===== config.mk =====
export PLATFORM = sky130hd
export DESIGN_NAME = calib_table_blob_parser_unit
export DESIGN_NICKNAME = d
export VERILOG_FILES = /design/src/design/cbp_pkg.sv /design/src/design/calib_table_blob_parser_unit.sv /design/src/design/cbp_in_stage.sv /design/src/design/cbp_status.sv /design/src/design/cbp_parser.sv
export SDC_FILE = /design/constraint.sdc
export NUM_CORES = 2
export LEC_CHECK = 0
export ABC_AREA = 1
export BUFFER_PORTS_ARGS = -buffer_cell sky130_fd_sc_hd__buf_2
export CAP_MARGIN = 20
export CORE_ASPECT_RATIO = 0.9
export CORE_MARGIN = 2
export CORE_UTILIZATION = 45
export CTS_CLUSTER_SIZE = 10
export DETAILED_ROUTE_END_ITERATION = 6
export GPL_ROUTABILITY_DRIVEN = 0
export GPL_TIMING_DRIVEN = 1
export PLACE_DENSITY_LB_ADDON = 0.25
export SLEW_MARGIN = 15
export SYNTH_ARGS = -nofsm -noshare
export SYNTH_HDL_FRONTEND = slang
export SYNTH_HIERARCHICAL = 1
export SYNTH_SLANG_ARGS = --single-unit

===== constraint.sdc =====
create_clock -name clk_i -period 7.9 [get_ports clk_i]
set_clock_uncertainty 0.15 [all_clocks]
set_input_delay 0.395 -clock clk_i [delete_from_list [all_inputs] [get_ports clk_i]]
set_output_delay 0.395 -clock clk_i [all_outputs]
set_load 0.1 [all_outputs]

===== src/design/cbp_pkg.sv =====
// shared types, codes and constants for the calibration blob parser
package cbp_pkg;

  localparam int unsigned COUNT_W = 40;
  localparam logic [COUNT_W-1:0] COUNT_MAX = {COUNT_W{1'b1}};
  localparam logic [15:0] GAIN_FRAC_BITS = 16'd10;
  localparam logic [COUNT_W:0] HDR_LEN = 41'd13;

  // section codes
  localparam logic [1:0] SEC_HEADER = 2'd0;
  localparam logic [1:0] SEC_GAIN_L = 2'd1;
  localparam logic [1:0] SEC_GAIN_R = 2'd2;
  localparam logic [1:0] SEC_MAP    = 2'd3;

  // final status codes
  localparam logic [1:0] ST_OK           = 2'd0;
  localparam logic [1:0] ST_BAD          = 2'd1;
  localparam logic [1:0] ST_GAIN_SHORT   = 2'd2;
  localparam logic [1:0] ST_LEN_MISMATCH = 2'd3;

  typedef enum logic [2:0] {
    PH_HEAD1,
    PH_GAINL,
    PH_GAINR,
    PH_HEAD2,
    PH_MAP,
    PH_TAIL
  } phase_e;

  typedef struct packed {
    logic [7:0] data_byte;
    logic       is_last;
  } in_word_t;

  typedef struct packed {
    logic [15:0] word_value;
    logic [1:0]  section;
    logic [31:0] element_index;
    logic [15:0] frac_bits;
    logic        is_final;
    logic [1:0]  status;
  } out_word_t;

  // running stream figures needed for the final status
  typedef struct packed {
    logic [COUNT_W-1:0] byte_count;
    logic [7:0]         byte_sum;
    logic               version_bad;
    logic [31:0]        gain_size;
    logic [31:0]        map_size;
  } stat_info_t;

endpackage


===== src/design/calib_table_blob_parser_unit.sv =====
// top level of the calibration blob parser: input stage, parser, output register
// a byte accepted is held in the input register, then its word or status is registered in the output register
// throughput: one byte per cycle while the output is not stalled, set by the single input and output register pair
// the output register takes a new word in the cycle the old one is taken
// reset: async active low, clears stream state and valids, expected_version to 1
// bytes that only fill the high half of a word or fall past the map give no output
module calib_table_blob_parser_unit (
  input  logic               clk_i,
  input  logic               rst_ni,
  input  logic               in_valid_i,
  output logic               in_stall_o,
  input  cbp_pkg::in_word_t  in_word_i,
  output logic               out_valid_o,
  input  logic               out_stall_i,
  output cbp_pkg::out_word_t out_word_o,
  input  logic               cfg_we_i,
  input  logic [15:0]        cfg_wdata_i
);
  import cbp_pkg::*;

  // configuration register
  logic [15:0] exp_ver_q;

  // input stage
  logic     s0_valid;
  in_word_t s0_word;
  logic     pop;

  // parser and status
  stat_info_t info;
  logic [1:0] status;
  logic       res_valid;
  out_word_t  res;

  // output register
  logic      out_valid_q, out_valid_d;
  out_word_t out_word_q;

  // the held byte moves on when the output register is empty or being drained
  assign pop = s0_valid && (!out_valid_q || !out_stall_i);

  cbp_in_stage u_in_stage (
    .clk_i      (clk_i),
    .rst_ni     (rst_ni),
    .in_valid_i (in_valid_i),
    .in_stall_o (in_stall_o),
    .in_word_i  (in_word_i),
    .pop_i      (pop),
    .s0_valid_o (s0_valid),
    .s0_word_o  (s0_word)
  );

  // checksum byte is the one being stepped
  cbp_status u_status (
    .info_i   (info),
    .check_i  (s0_word.data_byte),
    .status_o (status)
  );

  cbp_parser u_parser (
    .clk_i              (clk_i),
    .rst_ni             (rst_ni),
    .step_i             (pop),
    .word_i             (s0_word),
    .expected_version_i (exp_ver_q),
    .status_i           (status),
    .info_o             (info),
    .res_valid_o        (res_valid),
    .res_o              (res)
  );

  always_ff @(posedge clk_i or negedge rst_ni) begin
    if (!rst_ni) begin
      exp_ver_q <= 16'd1;
    end else if (cfg_we_i) begin
      exp_ver_q <= cfg_wdata_i;
    end
  end

  // output word register
  always_comb begin
    out_valid_d = out_valid_q;
    if (pop) begin
      out_valid_d = res_valid;
    end else if (!out_stall_i) begin
      out_valid_d = 1'b0;
    end
  end

  always_ff @(posedge clk_i or negedge rst_ni) begin
    if (!rst_ni) begin
      out_valid_q <= 1'b0;
    end else begin
      out_valid_q <= out_valid_d;
    end
  end

  always_ff @(posedge clk_i) begin
    if (pop && res_valid) begin
      out_word_q <= res;
    end
  end

  assign out_valid_o = out_valid_q;
  assign out_word_o  = out_word_q;

  a_stall_only_full: assert property (@(posedge clk_i) disable iff (!rst_ni)
    in_stall_o |-> out_valid_o && out_stall_i)
    else $error("input stalled while output side can move");

  a_status_payload_zero: assert property (@(posedge clk_i) disable iff (!rst_ni)
    out_valid_o && out_word_o.is_final |->
      out_word_o.word_value == 16'd0 && out_word_o.section == SEC_HEADER &&
      out_word_o.element_index == 32'd0 && out_word_o.frac_bits == 16'd0)
    else $error("status word carries payload");

  a_word_status_ok: assert property (@(posedge clk_i) disable iff (!rst_ni)
    out_valid_o && !out_word_o.is_final |-> out_word_o.status == ST_OK)
    else $error("data word carries a status");

endmodule


===== src/design/cbp_in_stage.sv =====
// input register stage with stall toward the sender
module cbp_in_stage (
  input  logic              clk_i,
  input  logic              rst_ni,
  input  logic              in_valid_i,
  output logic              in_stall_o,
  input  cbp_pkg::in_word_t in_word_i,
  input  logic              pop_i,
  output logic              s0_valid_o,
  output cbp_pkg::in_word_t s0_word_o
);
  import cbp_pkg::*;

  logic     s0_valid_q, s0_valid_d;
  in_word_t s0_word_q;
  logic     take;

  // a held word leaves only on pop
  assign in_stall_o = s0_valid_q && !pop_i;
  assign take       = in_valid_i && !in_stall_o;

  always_comb begin
    s0_valid_d = s0_valid_q;
    if (take) begin
      s0_valid_d = 1'b1;
    end else if (pop_i) begin
      s0_valid_d = 1'b0;
    end
  end

  always_ff @(posedge clk_i or negedge rst_ni) begin
    if (!rst_ni) begin
      s0_valid_q <= 1'b0;
    end else begin
      s0_valid_q <= s0_valid_d;
    end
  end

  always_ff @(posedge clk_i) begin
    if (take) begin
      s0_word_q <= in_word_i;
    end
  end

  assign s0_valid_o = s0_valid_q;
  assign s0_word_o  = s0_word_q;

endmodule


===== src/design/cbp_status.sv =====
// final status evaluation from stream figures and the checksum byte
module cbp_status (
  input  cbp_pkg::stat_info_t info_i,
  input  logic [7:0]          check_i,
  output logic [1:0]          status_o
);
  import cbp_pkg::*;

  logic [COUNT_W:0] len;
  logic [COUNT_W:0] need;
  logic [COUNT_W:0] total;

  assign len   = {1'b0, info_i.byte_count} + 41'd1;
  assign need  = HDR_LEN + {7'b0, info_i.gain_size, 2'b00};
  assign total = need + {8'b0, info_i.map_size, 1'b0};

  always_comb begin
    if (len < 41'd3 || info_i.version_bad || check_i != info_i.byte_sum) begin
      status_o = ST_BAD;
    end else if (len < need) begin
      status_o = ST_GAIN_SHORT;
    end else if (len != total) begin
      status_o = ST_LEN_MISMATCH;
    end else begin
      status_o = ST_OK;
    end
  end

endmodule


===== src/design/cbp_parser.sv =====
// stream state, header walk and result build for one byte per step
module cbp_parser (
  input  logic                 clk_i,
  input  logic                 rst_ni,
  input  logic                 step_i,
  input  cbp_pkg::in_word_t    word_i,
  input  logic [15:0]          expected_version_i,
  input  logic [1:0]           status_i,
  output cbp_pkg::stat_info_t  info_o,
  output logic                 res_valid_o,
  output cbp_pkg::out_word_t   res_o
);
  import cbp_pkg::*;

  phase_e             phase_q, phase_d;
  logic [COUNT_W-1:0] cnt_q, cnt_d;
  logic [7:0]         sum_q, sum_d;
  logic [7:0]         hold_q, hold_d;
  logic               vbad_q, vbad_d;
  logic [15:0]        gw_q, gw_d;
  logic [15:0]        mw_q, mw_d;
  logic [15:0]        fb_q, fb_d;
  logic [31:0]        gn_q, gn_d;
  logic [31:0]        mn_q, mn_d;
  logic [31:0]        sc_q, sc_d;
  logic [15:0]        word;
  logic               sc_done_g;
  logic               sc_done_m;

  assign word      = {hold_q, word_i.data_byte};
  assign sc_done_g = ({1'b0, sc_q} + 33'd1) >= {1'b0, gn_q};
  assign sc_done_m = ({1'b0, sc_q} + 33'd1) >= {1'b0, mn_q};

  assign info_o.byte_count  = cnt_q;
  assign info_o.byte_sum    = sum_q;
  assign info_o.version_bad = vbad_q;
  assign info_o.gain_size   = gn_q;
  assign info_o.map_size    = mn_q;

  // next state
  always_comb begin
    phase_d = phase_q;
    cnt_d   = cnt_q;
    sum_d   = sum_q;
    hold_d  = hold_q;
    vbad_d  = vbad_q;
    gw_d    = gw_q;
    mw_d    = mw_q;
    fb_d    = fb_q;
    gn_d    = gn_q;
    mn_d    = mn_q;
    sc_d    = sc_q;
    if (step_i) begin
      if (word_i.is_last) begin
        // blob ends, back to a fresh stream
        phase_d = PH_HEAD1;
        cnt_d   = '0;
        sum_d   = '0;
        hold_d  = '0;
        vbad_d  = 1'b0;
        gw_d    = '0;
        mw_d    = '0;
        fb_d    = '0;
        gn_d    = '0;
        mn_d    = '0;
        sc_d    = '0;
      end else begin
        sum_d = sum_q + word_i.data_byte;
        if (cnt_q != COUNT_MAX) begin
          cnt_d = cnt_q + 40'd1;
        end
        if (!cnt_q[0]) begin
          hold_d = word_i.data_byte;
        end else begin
          case (phase_q)
            PH_HEAD1: begin
              if (cnt_q[2:1] == 2'd0) begin
                vbad_d = (word != expected_version_i);
              end else if (cnt_q[2:1] == 2'd1) begin
                gw_d = word;
              end else begin
                gn_d = {16'b0, gw_q} * {16'b0, word};
                sc_d = '0;
                phase_d = (gw_q != 16'd0 && word != 16'd0) ? PH_GAINL : PH_HEAD2;
              end
            end
            PH_GAINL, PH_GAINR: begin
              if (sc_done_g) begin
                sc_d = '0;
                phase_d = (phase_q == PH_GAINL) ? PH_GAINR : PH_HEAD2;
              end else begin
                sc_d = sc_q + 32'd1;
              end
            end
            PH_HEAD2: begin
              if (sc_q == 32'd0) begin
                fb_d = word;
                sc_d = 32'd1;
              end else if (sc_q == 32'd1) begin
                mw_d = word;
                sc_d = 32'd2;
              end else begin
                mn_d = {16'b0, mw_q} * {16'b0, word};
                sc_d = '0;
                phase_d = (mw_q != 16'd0 && word != 16'd0) ? PH_MAP : PH_TAIL;
              end
            end
            PH_MAP: begin
              if (sc_done_m) begin
                sc_d = '0;
                phase_d = PH_TAIL;
              end else begin
                sc_d = sc_q + 32'd1;
              end
            end
            default: begin
              phase_d = phase_q;
            end
          endcase
        end
      end
    end
  end

  // result for this byte
  always_comb begin
    res_valid_o = 1'b0;
    res_o       = '0;
    if (step_i) begin
      if (word_i.is_last) begin
        res_valid_o    = 1'b1;
        res_o.is_final = 1'b1;
        res_o.status   = status_i;
      end else if (cnt_q[0]) begin
        case (phase_q)
          PH_HEAD1: begin
            res_valid_o         = 1'b1;
            res_o.word_value    = word;
            res_o.section       = SEC_HEADER;
            res_o.element_index = {30'b0, cnt_q[2:1]};
          end
          PH_GAINL, PH_GAINR: begin
            res_valid_o         = 1'b1;
            res_o.word_value    = word;
            res_o.section       = (phase_q == PH_GAINL) ? SEC_GAIN_L : SEC_GAIN_R;
            res_o.element_index = sc_q;
            res_o.frac_bits     = GAIN_FRAC_BITS;
          end
          PH_HEAD2: begin
            res_valid_o      = 1'b1;
            res_o.word_value = word;
            res_o.section    = SEC_HEADER;
            if (sc_q == 32'd0) begin
              res_o.element_index = 32'd3;
            end else if (sc_q == 32'd1) begin
              res_o.element_index = 32'd4;
            end else begin
              res_o.element_index = 32'd5;
            end
          end
          PH_MAP: begin
            res_valid_o         = 1'b1;
            res_o.word_value    = word;
            res_o.section       = SEC_MAP;
            res_o.element_index = sc_q;
            res_o.frac_bits     = fb_q;
          end
          default: begin
            res_valid_o = 1'b0;
          end
        endcase
      end
    end
  end

  always_ff @(posedge clk_i or negedge rst_ni) begin
    if (!rst_ni) begin
      phase_q <= PH_HEAD1;
      cnt_q   <= '0;
      sum_q   <= '0;
      hold_q  <= '0;
      vbad_q  <= 1'b0;
      gw_q    <= '0;
      mw_q    <= '0;
      fb_q    <= '0;
      gn_q    <= '0;
      mn_q    <= '0;
      sc_q    <= '0;
    end else begin
      phase_q <= phase_d;
      cnt_q   <= cnt_d;
      sum_q   <= sum_d;
      hold_q  <= hold_d;
      vbad_q  <= vbad_d;
      gw_q    <= gw_d;
      mw_q    <= mw_d;
      fb_q    <= fb_d;
      gn_q    <= gn_d;
      mn_q    <= mn_d;
      sc_q    <= sc_d;
    end
  end

  a_last_clears: assert property (@(posedge clk_i) disable iff (!rst_ni)
    step_i && word_i.is_last |=> cnt_q == '0 && phase_q == PH_HEAD1 && sc_q == '0)
    else $error("stream state not cleared after last byte");

  a_gain_nonempty: assert property (@(posedge clk_i) disable iff (!rst_ni)
    (phase_q == PH_GAINL || phase_q == PH_GAINR) |-> gn_q != 32'd0)
    else $error("gain section entered with empty table");

  a_map_nonempty: assert property (@(posedge clk_i) disable iff (!rst_ni)
    phase_q == PH_MAP |-> mn_q != 32'd0)
    else $error("map section entered with empty table");

endmodule

Word level (Yosys, flattened, before mapping):

Index checks and enable logic that the tools add are counted.

* output and inout bits: 71
* input bits: 30
* logic and storage cells: 176
* bits in registers: 300

* add/subtract/negate cells: 7
* order comparisons: 4
* reduce and logical (&&, ||, !) cells: 44
* equality and inequality tests: 22
* muxes and demuxes: 71
* $mul: 2
* bitwise operators: 3

Operators by type and width (count)
* 32-bit 2-to-1 mux: 17
* 16-bit 2-to-1 mux: 14
* 50-bit one-hot mux with 4 select lines: 1
* 32-bit one-hot mux with 4 select lines: 1
* 40-bit 2-to-1 mux: 2
* 33-bit by 32-bit >= comparator with 1-bit output: 2
* 16-bit by 16-bit multiplier with 32-bit output: 2
* 16-bit nonzero test: 3
* 40-bit by 1-bit adder with 41-bit output, second input constant: 1
* 41-bit by 33-bit adder with 41-bit output: 1
* 41-bit by 2-bit < comparator with 1-bit output, second input constant: 1
* 41-bit < comparator: 1
* 41-bit != test: 1
* 40-bit by 1-bit adder with 40-bit output, second input constant: 1
* 40-bit != test, second input constant: 1
* 4-bit by 34-bit adder with 35-bit output, first input constant: 1
* 32-bit by 1-bit adder with 33-bit output, second input constant: 1
* 32-bit by 1-bit adder with 32-bit output, second input constant: 1
* 32-bit by 1-bit equality test with 1-bit output, second input constant: 1
* 32-bit zero test: 1
* 16-bit one-hot mux with 2 select lines: 1
* 3-bit 2-to-1 mux: 10
* 5-bit AND reduction: 5
* 8-bit 2-to-1 mux: 3
* other kinds (28): 80

Logic depth before layout (Yosys ltp):

* word-level depth: 8
* gate-level depth with buffers: 35

Modules after synthesis:

Netlist, hierarchy kept.

Modules (own cells, without submodules)
* cbp_parser: instances 1, cells each 4217, seq. area each 5104.9 um^2, area an instance 30905.9 um^2
* cbp_status: instances 1, cells each 1324, seq. area each 0.0 um^2, area an instance 6401.1 um^2
* calib_table_blob_parser_unit: instances 1, cells each 144, seq. area each 2498.6 um^2, area an instance 2775.2 um^2
* cbp_in_stage: instances 1, cells each 16, seq. area each 295.3 um^2, area an instance 327.8 um^2

Worst setup path after synthesis:

OpenSTA, ideal clock, no wires.

* path kind: register -> register
* start point: register u_parser.gw_q[5]
* end point: register u_parser.gn_q[21]
* library setup time: 0.130 ns
* required time: 7.620 ns
* cell stages (with the launch flop): 24
* path slack: 2.086 ns
* arrival time: 5.534 ns
* path buffers: 2
* cells stage by stage: dfrtp_1 -> clkbuf_1 -> clkbuf_1 -> nand2_1 -> fa_1 -> inv_1 -> fa_1 -> inv_1 -> fa_1 -> inv_1 -> fa_1 -> fa_1 -> inv_1 -> fa_1 -> inv_1 -> ha_1 -> a21o_1 -> a21oi_1 -> o21bai_1 -> a21oi_1 -> nand2_1 -> or2_2 -> nand3_1 -> o21ai_0

* longest elaborated chain between the ends: 6

RTL lines
* start: declaration: line cbp_parser.sv:20 `logic [15:0] gw_q, gw_d;`
* start signal: assignment: line cbp_parser.sv:195 `gw_q <= gw_d;`
* 16-bit by 16-bit multiplier with 32-bit output: line cbp_parser.sv:82 `gn_d = {16'b0, gw_q} * {16'b0, word};`
* 32-bit 2-to-1 mux: line cbp_parser.sv:79 `end else if (cnt_q[2:1] == 2'd1) begin`
* 32-bit 2-to-1 mux: line cbp_parser.sv:77 `if (cnt_q[2:1] == 2'd0) begin`
* 32-bit 2-to-1 mux: line cbp_parser.sv:75 `case (phase_q)`
* 32-bit 2-to-1 mux: line cbp_parser.sv:72 `if (!cnt_q[0]) begin`
* 32-bit 2-to-1 mux: line cbp_parser.sv:54 `if (word_i.is_last) begin`
* end signal: assignment: line cbp_parser.sv:198 `gn_q <= gn_d;`
* end: declaration: line cbp_parser.sv:23 `logic [31:0] gn_q, gn_d;`

No other way between the ends. The select of a mux whose other input is x is not followed.
A chain may end at the register's enable or synchronous reset.

Worst setup path after layout:

* start point: register u_in_stage.s0_word_q, in the netlist u_in_stage/s0_word_o[7]
* end point: register u_parser.gn_q[28]

* longest elaborated chain between the ends: 6

RTL lines
* start: declaration: line cbp_in_stage.sv:15 `in_word_t s0_word_q;`
* start signal: assignment: line cbp_in_stage.sv:41 `s0_word_q <= in_word_i;`
* 16-bit by 16-bit multiplier with 32-bit output: line cbp_parser.sv:82
* 32-bit 2-to-1 mux: line cbp_parser.sv:79
* 32-bit 2-to-1 mux: line cbp_parser.sv:77
* 32-bit 2-to-1 mux: line cbp_parser.sv:75
* 32-bit 2-to-1 mux: line cbp_parser.sv:72
* 32-bit 2-to-1 mux: line cbp_parser.sv:54

No other way between the ends. The select of a mux whose other input is x is not followed.

==> results.yml <==
outcome:
  outcome: "finished with violations"
  violations: "design-rule violations"
setup_path:
  cp.required_ns: 8.16
  max_stage_delay_ns: 0.89
  path_cells: "buf_4 -> nand2_1 -> inv_1 -> fa_1 -> inv_1 -> fa_1 -> fa_1 -> fa_1 -> inv_1 -> fa_1 -> inv_1 -> fa_1 -> inv_1 -> ha_1 -> nand2_1 -> nor2_1 -> inv_1 -> o21ai_0 -> nand2_1 -> nand3_1 -> nand2_1 -> nand3_1 -> o21ai_0"
  start_kind: "flip-flop"
  critical_path.slowest_cell: "edfxtp_1"
  path_class: "flip-flop to flip-flop"
  cp_max_fo: 22
  cp.buffers_inverters: 7
  cp-end-kind: "flip-flop"
  cp.arrival_ns: 6.97
  critPathTopFamily: "adder cells"
worst_hold_path:
  hp-class: "primary input to flip-flop"
cts:
  hold_buffers: 28
  h-tree-depth: 2
  ctsResizeCount: 0
  cts-root-buf: "clkbuf_16"
  cts_made_buffers: 39
  cts_setup_buffers: 0
  cts_num_sinks: 300
  cts_tree: "done"
  clock_latency_ns: 0.61
  path_clk_slew_ns: 0.06
  clockBufferDepth: 3
global_route:
  antenna_found_initial: 3
  grt_max_degree: 151
  overflow: 0
  track_usage_pct: 27.2
  grt_first_pass_wirelength_um: 197000
  grt_pass1_vias: 35200
sta:
  drv_slew: 0
  finalCritPeriodShare_pct: 85.0
  rsz0062_at_grt: "no"
  final_hold_viol_count: 0
  fmax_mhz: 149
  tns_ns: 0
  relSlewSlack_pct: 27.3
  hold_ws_ns: 0.144
  finalSetupViolCount: 0
  worst-slew-pin-transition_ns: 1.09
  finalCriticalPeriod_ns: 6.72
die:
  rows: 104
  start_util_pct: 45.3
  ioPinCount: 101
  coreArea_sq_um: 89300
  die_h_um: 288
  die_w_um: 320
  die_area_sq_um: 92200
place:
  numPortBuffers: 100
  hpwl_um: 100000
run:
  cap_viol_max_count: 0
routing:
  wl_um: 125000
  drc: 1
  drt_iter0_drc: 3400
  vias_per_cell: 5.26
  antenna_left: 0
  drt_first_pass_iters: 7
  routedWlPerCell_um: 18.1
  vias: 36400
logic_synthesis:
  syn_avg_cell_area_sq_um: 7.09
  synth_edf_count: 78
  synth_fp_nets: 6471
  yosys_warnings: 6
  ys_seq_elements: 300
  syn_area_sq_um: 40400
  synth_async_sr_flop_share_pct: 74.0
  synth_ff_type: "dfrtp_1"
  seq_area_frac_synth_pct: 19.5
  netlist_instances: 5701
  synth.distinct_cells: 61
final_layout:
  area.growth.synth_to_final_pct: 7.44
  layout-drive-gt1-share_pct: 5.25
  final_nets: 6493
## synthesized netlist by cell type (3+ instances only)
master	count	area share [%]
edfxtp_1	78	5.8
xnor2_1	41	0.89
o21bai_1	9	0.17
o21ai_1	37	0.46
dfrtp_1	221	14
xor2_1	83	1.8
buf_6	6	0.17
o21ai_2	7	0.15
and2_1	6	0.093
inv_2	17	0.16
nand2_2	14	0.22
nor3_2	3	0.074
nand2_4	3	0.084
o22ai_2	20	0.62
nor2_2	13	0.20
o22ai_1	27	0.42
o21ai_0	177	2.2
fa_1	390	19
nor4_1	31	0.48
nand4_1	76	1.2
nor3_1	86	1.1
or2_2	14	0.22
clkbuf_1	123	1.1
buf_1	30	0.28
o21a_1	18	0.33
buf_2	19	0.24
ha_1	350	11
a21oi_1	168	2.1
a21o_1	12	0.22
and3_1	5	0.077
o31ai_1	18	0.33
nand3_1	228	2.8
nand3b_1	17	0.32
a211oi_1	6	0.11
buf_4	4	0.074
nand2_1	1610	15
inv_1	1260	12
nor2_1	434	4.0
nor2_4	10	0.28
## metal layers
layer,up-vias,global-route usage [%],wire [um]
met5,-,0,15
met3,235,3.54,9490
met4,2,9.51,4710
met1,17300,37.1,54000
li1,17500,-,-
met2,1436,44.7,57200
## final timing paths
kind / startpoint / end / slack [ns] / cells after the start
worst max-delay path: u_in_stage/s0_word_o[7]$_DFFE_PP_ / u_parser/gn_q[28]$_DFFE_PN0P_ / 1.18 / 23
worst min-delay path: cfg_we_i / exp_ver_q[0]$_DFFE_PN1P_ / 0.14 / 3
worst max register to register: u_in_stage/s0_word_o[7]$_DFFE_PP_ / u_parser/gn_q[28]$_DFFE_PN0P_ / 1.18 / 23
worst min register to register: exp_ver_q[0]$_DFFE_PN1P_ / exp_ver_q[0]$_DFFE_PN1P_ / 0.34 / 2
max in group asynchronous: rst_ni / u_parser/mw_q[2]$_DFFE_PN0P_ / 6.02 / 3
min in group asynchronous: rst_ni / u_parser/gn_q[29]$_DFFE_PN0P_ / 0.24 / 2
## worst register-to-register path: cells and delay by family (launching register included)
family	cells	cell delay (ns)
compound gates	2	0.56
simple gates	7	0.83
buf+inv	7	0.88
flops	1	0.89
fa+ha+maj	7	3.21
## through the flow
stage	cells	worst slack, ns	util (%)	area [sq um]
finish	6917	1.18	48.6	43400
floorplan	5701	2.09	-	40400
global placement	6817	1.32	47.0	41900
CTS	6912	1.19	48.6	43400
global route	6915	0.831	48.6	43400
detailed placement	6817	1.29	47.0	41900
## layout by cell type, fill, tap and decap left out, drive strengths merged, types with 78 or more instances in the layout
cell type / instances
nand3: 229
o21ai: 221
a21oi: 170
fa: 390
inv: 1280
xor2: 83
buf: 136
edfxtp: 78
nand2: 1627
nor3: 89
nor2: 458
dfrtp: 221
ha: 350
## logic make-up after synthesis
group / count (synthesis) / synth area share [%]
buffers and inverters: 1461 / 13.8
adders and majority gates: 740 / 30.2
AOI/OAI and AO/OA: 518 / 7.51
and+or+nand+nor: 2558 / 26.3
xor gates and xnor gates: 124 / 2.69
DFF: 300 / 19.5
## area by class of cell
type	instances	area, sq um
diodes	2	5.00
inverters	1277	4790
clock inverters	7	63.8
clock buffers	60	1110
flip-flops and latches	300	7900
multi-input cells	3940	27000
repair buffers	165	1120
fillers	9002	45800
well taps	1166	1460
## registers in the layout (all words and copies together), names as in the netlist
signal,flops
u_parser/gw_q,16
u_parser/gn_q,32
u_parser/cnt_q,40
u_parser/mn_q,32
out_valid_o,1
u_parser/hold_q,8
u_parser/sum_q,8
u_in_stage/s0_word_o,9
exp_ver_q,16
u_in_stage/s0_valid_o,1
u_parser/sc_q,32
u_parser/vbad_q,1
u_parser/mw_q,16
u_parser/fb_q,16
u_parser/phase_q,3
out_word_o,69
Power is left out: the tool's default activity adds up to more than one toggle a clock period on the data nets, which glitch-free logic cannot reach.
